## src/afes_sqrt.sv

```systemverilog
// ----------------------------------------------------------------------------
// afes_sqrt
// Pipelined integer square root, one root bit per stage.
// ----------------------------------------------------------------------------
module afes_sqrt #(
	parameter int R = 16
) (
	input  logic           clk,
	input  logic           en,
	input  logic [2*R-1:0] val,
	output logic [R-1:0]   root
);

	logic [R+1:0]   rem_s  [0:R];
	logic [R-1:0]   root_s [0:R];
	logic [2*R-1:0] val_s  [0:R];

	assign rem_s[0]  = '0;
	assign root_s[0] = '0;
	assign val_s[0]  = val;

	for (genvar i = 0; i < R; i++) begin : g_stage
		logic [R+3:0] t;
		logic [R+3:0] trial;
		logic [R+3:0] diff;
		logic         ge;

		// Bring down the next two bits and try appending a one to the root.
		assign t     = {rem_s[i], val_s[i][2*R-1:2*R-2]};
		assign trial = (R+4)'({root_s[i], 2'b01});
		assign diff  = t - trial;
		assign ge    = t >= trial;

		always_ff @(posedge clk) begin
			if (en) begin
				rem_s[i+1]  <= ge ? diff[R+1:0] : t[R+1:0];
				root_s[i+1] <= {root_s[i][R-2:0], ge};
				val_s[i+1]  <= {val_s[i][2*R-3:0], 2'b00};
			end
		end
	end

	assign root = root_s[R];

endmodule

```

## config.mk

```make
export PLATFORM = sky130hd
export DESIGN_NAME = afes_sqrt
export DESIGN_NICKNAME = d
export VERILOG_FILES = /design/src/afes_sqrt.sv
export SDC_FILE = /design/constraint.sdc
export NUM_CORES = 1
export LEC_CHECK = 0
export BUFFER_PORTS_ARGS = -buffer_cell sky130_fd_sc_hd__buf_2
export CORE_AREA = 2 2 272 274
export DETAILED_ROUTE_END_ITERATION = 8
export DIE_AREA = 0 0 274 276
export PLACE_DENSITY = 0.64
export SLEW_MARGIN = 20
export SYNTH_ARGS = -nofsm -noshare
export SYNTH_HDL_FRONTEND = slang
export SYNTH_SLANG_ARGS = --single-unit
```

## constraint.sdc

```tcl
create_clock -name clk -period 5.9 [get_ports clk]
set_clock_uncertainty 0.15 [all_clocks]
set_input_delay 0.59 -clock clk [delete_from_list [all_inputs] [get_ports clk]]
set_output_delay 0.59 -clock clk [all_outputs]
set_load 0.03 [all_outputs]
```

Yosys cells after proc, flatten, opt, wreduce, memory -nomap -nowiden
Cells that the tools add are included.
{"block": "word_totals", "reg_bits": 631, "in_bits": 34, "out_inout_bits": 16}
{"block": "classes", "n_addsub": 15, "order_cmp": 16, "mux": 15}
{"cell": "two-way mux 18 bit", "count": 14}
{"cell": ">= comparator 20 x 10 -> 1 bit", "count": 1}
{"cell": ">= comparator 20 x 11 -> 1 bit", "count": 1}
{"cell": ">= comparator 20 x 12 -> 1 bit", "count": 1}
{"cell": ">= comparator 20 x 13 -> 1 bit", "count": 1}
{"cell": ">= comparator 20 x 14 -> 1 bit", "count": 1}
{"cell": ">= comparator 20 x 15 -> 1 bit", "count": 1}
{"cell": ">= comparator 20 x 16 -> 1 bit", "count": 1}
{"cell": ">= comparator 20 x 17 -> 1 bit", "count": 1}
{"cell": ">= comparator 20 x 3 -> 1 bit", "count": 1}
{"cell": ">= comparator 20 x 4 -> 1 bit", "count": 1}
{"cell": ">= comparator 20 x 5 -> 1 bit", "count": 1}
{"cell": ">= comparator 20 x 6 -> 1 bit", "count": 1}
{"cell": ">= comparator 20 x 7 -> 1 bit", "count": 1}
{"cell": ">= comparator 20 x 8 -> 1 bit", "count": 1}
{"cell": ">= comparator 20 x 9 -> 1 bit", "count": 1}
{"cell": "subtractor 18 x 10 -> 18 bit", "count": 1}
{"cell": "subtractor 18 x 11 -> 18 bit", "count": 1}
{"cell": "subtractor 18 x 12 -> 18 bit", "count": 1}
{"cell": "subtractor 18 x 13 -> 18 bit", "count": 1}
{"cell": "subtractor 18 x 14 -> 18 bit", "count": 1}
{"cell": "subtractor 18 x 15 -> 18 bit", "count": 1}
{"cell": "subtractor 18 x 16 -> 18 bit", "count": 1}
{"cell": "subtractor 18 x 3 -> 18 bit", "count": 1}
{"cell": "9 further kinds", "count": 9}

Depth between registers and ports, before layout
Gate-level depths: netlist of the first run.
{"block": "depth", "ltp_word": 2, "ltp_mapped": 12, "mapped_depth_nobuf": 10}

Least setup slack after synthesis of the first run
Ideal clock, no wire load.
{"block": "synth_path", "kind": "register to register", "from": "reg rem_s, in the netlist g_stage[7].t[2]", "to": "reg rem_s, in the netlist g_stage[8].t[10] (data pin)", "t_arrival_ns": 2.485, "slack_ns": 3.005, "stages_incl_launch_ff": 10, "path_buffers": 1, "period_less_slack_ns": 2.895, "path_cell_list": "edfxtp_1 ha_1 nor2b_1 o21ai_2 a21boi_1 o31a_1 o311a_4 or3_1 buf_6 mux2_4"}
{"block": "synth_via", "elab_chain_cells": 2, "word_cells_on_any_way": 3}
{"item": "start, declared", "line": "14", "text": "logic [R+1:0] rem_s [0:R];"}
{"item": "start signal, assigned by index", "line": "36", "text": "rem_s[i+1] <= ge ? diff[R+1:0] : t[R+1:0];"}
{"item": ">= comparator 20 x 9 -> 1 bit", "line": "32", "text": "assign ge = t >= trial;"}
{"item": "net g_stage[7].ge", "line": "26", "text": "logic ge;"}
{"item": "two-way mux 18 bit", "line": "36"}
The timed path passes the listed nets, and every way through them passes these cells.
A chain may end at the register's enable or synchronous reset.

Worst setup path in the final report of the first run
{"block": "layout_path", "from": "reg rem_s, in the netlist g_stage[8].t[2]", "to": "reg rem_s, in the netlist g_stage[9].t[10] (data pin)"}
{"block": "layout_via", "elab_chain_cells": 2, "word_cells_on_any_way": 3}
{"item": "subtractor 18 x 10 -> 18 bit / >= comparator 20 x 10 -> 1 bit (equally long branches)", "line": "31, 32"}
{"item": "two-way mux 18 bit *", "line": "36"}
Mark *: on every way between the ends. The rest lies on a longest branch, timed or not.

==> results of run 1 <==
-- cell families (layout without fill, tap and decap cells) --
group,after synthesis,count (layout)
compound gates,392,392
xor+xnor,172,172
fa+ha+maj,153,153
buf+inv,214,401
flops,626,626
mux,36,36
other cells,1,1
simple gates,538,538
-- repair_timing --
action / 4_1_cts / 5_1_grt
setup buffers: 0 / 0
endpoints found under the setup margin: 0 / 0
hold endpoints to repair: 30 / 0
hold buffers: 30 / 0
-- metal layers --
metal | vias up | part of all wire | routed length [um]
met4 | 0 | 0.028 | 1430
met5 | - | 0 | 0
met2 | 331 | 0.50 | 25200
met3 | 103 | 0.038 | 1890
met1 | 7970 | 0.43 | 21800
li1 | 8198 | - | -
-- final cells by class --
| cell class | instances | area share |
|---|---|---|
| multi-input cells | 1292 | 0.279 |
| well taps | 959 | 0.0366 |
| clock inverters | 42 | 0.0146 |
| inverters | 188 | 0.0215 |
| repair buffers | 89 | 0.0205 |
| flip-flops and latches | 626 | 0.573 |
| clock buffers | 82 | 0.0548 |
-- power by group --
| part | leakage, nW | switching [mW] | internal (mW) |
|---|---|---|---|
| clock network | 1.11 | 1.72 | 2.55 |
| logic | 5.44 | 0.869 | 0.696 |
| registers | 5.99 | 0.273 | 5.48 |
-- Yosys cell counts, types with 30 or more instances --
| cell type | n |
|---|---|
| a21oi_1 | 144 |
| edfxtp_1 | 626 |
| ha_1 | 153 |
| inv_1 | 187 |
| nand2_1 | 105 |
| nand3_1 | 33 |
| nor2_1 | 151 |
| nor3_1 | 53 |
| nor4_1 | 30 |
| o21a_1 | 41 |
| o21ai_0 | 68 |
| xnor2_1 | 105 |
| xor2_1 | 67 |
-- final timing paths --
kind,startpoint,to,slack (ps)
worst max-delay path,g_stage[8].t[2]$_DFFE_PP_,g_stage[9].t[10]$_DFFE_PP_,2390
worst min-delay path,val[31],g_stage[1].trial[2]$_DFFE_PP_,120
worst max register to register,g_stage[8].t[2]$_DFFE_PP_,g_stage[9].t[10]$_DFFE_PP_,2390
worst min register to register,val_s[305]$_DFFE_PP_,val_s[275]$_DFFE_PP_,260
-- state kept, by name, summed over array words and instances (netlist names) --
name and flops:
g_stage.t 280, g_stage.trial 120, root 16, val_s 210
-- critical path, cell delays in order, from the launching register on --
cell	delay [ps]
edfxtp_1	400
ha_1	360
nor2b_1	150
o21ai_0	220
a21oi_1	170
o21ai_0	470
nand4b_1	790
mux2_2	540
==> run metrics, run 1 <==
status finished clean; multiplexer area fraction after synthesis 0.0148; count of final setup violators 0; Synth Area in Simple Gates 0.0965; Hold Path Depth 2; worst-case clock buffer depth 3; layout cells sized above 1 0.0944; Clock Pin Slew Worst Setup and Hold Paths approximately 60 ps; #FFs+latches synth 626; pwr/cell area 353 nW/um^2; number of antenna violations at the first check in global routing 0; HPWL after DPL roughly 35 mm; post-layout min period around 3500 ps; Post-Synth Adder-Cell Area 0.0666; vias in the first global route ~17000; sequential share of the synthesized area 0.654; die area 75600 um^2; M1 GR Usage 0.163; most common cell after layout, fill and taps aside edfxtp_1; # diodes 0; Post-Route Utilization 0.452; antenna viol nets, final 0; most frequent cells in the layout 626 x edfxtp_1, 187 x inv_1, 153 x ha_1, 151 x nor2_1, 144 x a21oi_1; dpl ws 2450 ps; Worst Path Arrival ~3700 ps; filler instances about 6400; Synth area leaders edfxtp_1 65%, ha_1 6.7%, xnor2_1 3.2%; starting density of the core 0.396; combinational family with the most area after synthesis simple AND/OR/NAND/NOR gates; critical path launch point type flip-flop; gr usage total 0.134; most used routing layer met2; fin area 32800 um^2; total power roughly 12 mW; CTS tree done; die height 276 um; worst endpoint required time 6080 ps; router iterations before antenna repair 5; prevailing post-synth register cell edfxtp_1; Synth area leader edfxtp_1; period utilisation layout 0.595; Crit Path Max Fanout 20; Hold Path Class in -> reg; VDD IR-drop max 0.000235 V; via density per instance 5.06; Crit. End Element flip-flop; Die Wd 274 um; Post-DP Area 30200 um^2; gpl congestion 0.845; Mapped Area 28800 um^2; Cell Count, Final, Fillers Out 3278; syn nets 2319; Clock Sinks approximately 630; setup ws final 2390 ps; leakage 12.5 nW; Hold WS roughly 120 ps; Post-synth ARST share 0; Slew Viols, Final 0; RSZ-0062 raised after global routing no; num rows 99; global route overflow 0; Slew Limit Headroom 0.264; Synth Area per Inst around 13 um^2; total core area slightly above 70000 um^2; DR vias ~17000; EDFF count, synth 626; Initial DRC Count 1210; Synth Area in XOR/XNOR 0.0524; largest net degree at the start of global routing 146; Synth Area in Compound Gates 0.0873; area of the multi-input gates 9150 um^2; Worst-Skew Late Latency ~600 ps; grt met2 use 0.234; clock root cell clkbuf_16; first-pass GRT wire length approximately 83 mm; DRC viols 0; Synth top area share 0.654; WL per Instance 15.3 um; # H-tree levels 3; I/O Pins 50; post_cts resized 0; GR Layer Usage met3 0.0247; port buffer count 49; final net count 2452; post-synthesis cell type count between 80 and 90; DRT Wirelength between 50 and 60 mm; # Max-Cap Violations 0; CTS buffer count 68; P&R area growth vs syn 14.0%; setup TNS 0 ps; FMAX 285 MHz; Yosys Warn Count 0; kind of critical path reg -> reg; cell count after placement 3123; FF-to-FF path depth 7; register area 18800 um^2; Worst-Margin Slew 1100 ps; post-synthesis cell count 2132; final hold viol count 0
Note: power is estimated with default switching activity, not from simulation.
==> run 2, diff against run 1 <==
--- a/config.mk
+++ b/config.mk
@@ -5,11 +5,12 @@
 export SDC_FILE = /design/constraint.sdc
 export NUM_CORES = 1
 export LEC_CHECK = 0
+export ABC_AREA = 1
 export BUFFER_PORTS_ARGS = -buffer_cell sky130_fd_sc_hd__buf_2
-export CORE_AREA = 2 2 272 274
+export CORE_AREA = 2 2 287 289
 export DETAILED_ROUTE_END_ITERATION = 8
-export DIE_AREA = 0 0 274 276
-export PLACE_DENSITY = 0.64
+export DIE_AREA = 0 0 289 291
+export PLACE_DENSITY = 0.67
 export SLEW_MARGIN = 20
 export SYNTH_ARGS = -nofsm -noshare
 export SYNTH_HDL_FRONTEND = slang
==> constraint.sdc (replaced) <==
create_clock -name clk -period 3.1 [get_ports clk]
set_clock_uncertainty 0.15 [all_clocks]
set_input_delay 0.31 -clock clk [delete_from_list [all_inputs] [get_ports clk]]
set_output_delay 0.31 -clock clk [all_outputs]
set_load 0.03 [all_outputs]
==> run 2 against run 1 <==
Clock-buffer cell count rose by 1. Synthesized cell count rose by 53%. Maximum frequency rose by 30%. Sequential share of layout area fell by 5.8 points. Clock power rose by 87%. Critical path type unchanged. Sequential power rose by 90%. Design area rose by 11%. Register-to-register slack got worse by 2000 ps. Highest routed layer unchanged. Wire length rose by 32%. Via count rose by 32%.
==> run metrics, run 2 <==
setup bufs post-CTS 0 (unchanged); setup ws final 400 ps (was 2390 ps); final net count 3612 (was 2452); largest net degree at the start of global routing 94 (was 146); worst endpoint required time 3260 ps (was 6080 ps); Yosys Warn Count 0 (unchanged); Post-DP Area 33900 um^2 (was 30200 um^2); Worst Path Arrival 2860 ps (was 3690 ps); vias in the first global route 21300 (was 16900); clock share of power 0.354 (was 0.369); # H-tree levels 3 (unchanged); post-synthesis cell count 3266 (was 2132); clock root cell clkbuf_16 (unchanged); Comb pwr share 0.165 (was 0.135); post-layout min period 2700 ps (was 3510 ps); gr usage total 0.159 (was 0.134); Hold Buf Count CTS 34 (was 30); Initial DRC Count 1608 (was 1210); CTS buffer count 71 (was 68); cell-internal power 16.4 mW (was 8.72 mW); Crit Reg-Reg Startpoint g_stage[6].trial[5]$_DFFE_PP_ (was g_stage[8].t[2]$_DFFE_PP_); post_cts resized 0 (unchanged); Slew Limit Headroom 0.557 (was 0.264); FMAX 370 MHz (was 285 MHz); final hold viol count 0 (unchanged); Psw 6.24 mW (was 2.87 mW); antenna viol nets, final 0 (unchanged); Crit Path Max Fanout 18 (was 20); global route overflow 0 (unchanged); DR vias 22000 (was 16600); WL per Instance 14.6 um (was 15.3 um); cell with the most instances after synthesis nand2_1 (was edfxtp_1); sequential share of the synthesized area 0.585 (was 0.654); port buffer count 49 (unchanged); CTS tree done (unchanged); most common cell after layout, fill and taps aside nand2_1 (was edfxtp_1); dpl ws 408 ps (was 2450 ps); Die Wd 289 um (was 274 um); die height 291 um (was 276 um); Worst-Skew Late Latency 630 ps (was 600 ps); HPWL after DPL 50.0 mm (was 35.0 mm); Hold Path Sink g_stage[1].t[0]$_DFFE_PP_ (was g_stage[1].trial[2]$_DFFE_PP_); I/O Pins 50 (unchanged); pwr/cell area 620 nW/um^2 (was 353 nW/um^2); Crit. End Element flip-flop (unchanged); Synth top area share 0.585 (was 0.654); starting density of the core 0.396 (about the same); VDD IR-drop max 0.000492 V (was 0.000235 V); beginning of the worst hold path val[28] (was val[31]); worst-case clock buffer depth 3 (unchanged); EDFF count, synth 626 (unchanged); Synth area leaders edfxtp_1 58%, nand2_1 10%, ha_1 6.0% (was edfxtp_1 65%, ha_1 6.7%, xnor2_1 3.2%); Mapped Area 32200 um^2 (was 28800 um^2); # Max-Cap Violations 0 (unchanged); period utilisation layout 0.871 (was 0.595); Clock Sinks 626 (unchanged); fin area 36500 um^2 (was 32800 um^2); Hold Path Class in -> reg (unchanged); # diodes 0 (unchanged); count of final setup violators 0 (unchanged); Worst-Margin Slew 664 ps (was 1100 ps); layout cells sized above 1 0.0862 (was 0.0944); r2r endpoint g_stage[7].t[9]$_DFFE_PP_ (was g_stage[9].t[10]$_DFFE_PP_); sequential power share 0.481 (was 0.496); setup TNS 0 ps (unchanged); most frequent cells in the layout 889 x nand2_1, 626 x edfxtp_1, 474 x inv_1, 260 x nor2_1, 193 x nand3_1 (was 626 x edfxtp_1, 187 x inv_1, 153 x ha_1, 151 x nor2_1, 144 x a21oi_1); RSZ-0062 raised after global routing no (unchanged); number of antenna violations at the first check in global routing 0 (unchanged); Worst Setup SP g_stage[6].trial[5]$_DFFE_PP_ (was g_stage[8].t[2]$_DFFE_PP_); r2r setup slk 400 ps (was 2390 ps); FF-to-FF path depth 8 (was 7); num rows 105 (was 99); Slew Viols, Final 0 (unchanged); Synth Area per Inst 9.85 um^2 (was 13.5 um^2); Hold WS 244 ps (was 124 ps); status finished clean (unchanged); Clock Pin Slew Worst Setup and Hold Paths 60 ps (about the same); syn nets 3453 (was 2319); critical path launch point type flip-flop (unchanged); DRT Wirelength 66.5 mm (was 50.3 mm); post-synthesis cell type count 46 (was 87); total core area 81200 um^2 (was 72600 um^2); prevailing post-synth register cell edfxtp_1 (unchanged); gpl congestion 0.935 (was 0.845); die area 84100 um^2 (was 75600 um^2); kind of critical path reg -> reg (unchanged); switching part of the total 0.276 (was 0.247); leakage 15.5 nW (was 12.5 nW); total power 22.6 mW (was 11.6 mW); router iterations before antenna repair 5 (unchanged); first-pass GRT wire length 108 mm (was 82.9 mm); Hold Path Depth 2 (unchanged); via density per instance 4.83 (was 5.06); Post-synth ARST share 0 (unchanged); #FFs+latches synth 626 (unchanged); DRC viols 0 (unchanged); max reg flops 280 (unchanged); P&R area growth vs syn 13.4% (was 14.0%); Synth area leader edfxtp_1 (unchanged); most frequent cells after synthesis 889 x nand2_1, 626 x edfxtp_1, 474 x inv_1 (was 626 x edfxtp_1, 187 x inv_1, 153 x ha_1)
run 2: cell count changes in the layout (fill, tap and decap cells not counted), sizes merged, moves of 31 or more:
cell,previous run,this run
inv,192,491
nor2,151,279
xnor2,105,47
a21oi,144,179
o21a,41,4
nand3,34,201
nand2,105,915
o21ai,72,151
mux2,31,0
run 2: cells by family (layout without fill, tap and decap cells):
kind of cell | count (synthesis) | after routing | synth area share
compound gates | 347 | 347 | 0.0610
buf+inv | 513 | 726 | 0.0642
simple gates | 1531 | 1531 | 0.205
xor+xnor | 95 | 95 | 0.0259
fa+ha+maj | 153 | 153 | 0.0595
flops | 626 | 626 | 0.585
other cells | 1 | 1 | 0.000117
run 2: how the worst max path moves through the flow:
stage | slack [ps] | end
after detailed placement | 410 | g_stage[7].t[9]$_DFFE_PP_
after global placement | 410 | g_stage[7].t[9]$_DFFE_PP_
final | 400 | g_stage[7].t[9]$_DFFE_PP_
after global routing | 160 | g_stage[7].t[9]$_DFFE_PP_
after floorplan | 1020 | g_stage[12].t[15]$_DFFE_PP_
after CTS | 380 | g_stage[7].t[9]$_DFFE_PP_
run 2: worst max-delay path, stage by stage, from the launching register on:
cell and delay [ps]:
edfxtp_1 480, inv_1 70, ha_1 340, a21oi_1 200
o21ai_0 120, nor2_1 150, nand2_1 100, nor2_2 520
o21ai_0 250
run 2: per-stage QoR:
step / std cells / util
floorplan: 3266 / -
global placement: 4388 / 0.418
detailed placement: 4388 / 0.418
CTS: 4549 / 0.449
global route: 4549 / 0.449
finish: 4549 / 0.449
run 2: routing by layer:
layer / global-route usage / wire length (um) / share of wire
met5: 0 / 0 / 0
met4: 0.0624 / 2560 / 0.038
met3: 0.0263 / 2890 / 0.043
met2: 0.265 / 31800 / 0.48
met1: 0.206 / 29300 / 0.44
run 2: power by group through the flow:
stage,Clock [mW],Sequential (mW),Combinational (mW)
after global routing,8.53,11.0,4.28
final,7.99,10.9,3.74
after detailed placement,0,11.0,3.68
after floorplan,0,10.8,2.72
after global placement,0,11.0,3.64
after CTS,8.22,10.9,3.74
run 2: cell type report:
type	instances	area, um^2
clock buffer	83	1820
clock inverter	44	395
fill	7670	44700
inverter	488	1840
multi-input combinational	2127	11300
sequential	626	18800
tap	1070	1340
timing repair buffer	111	968
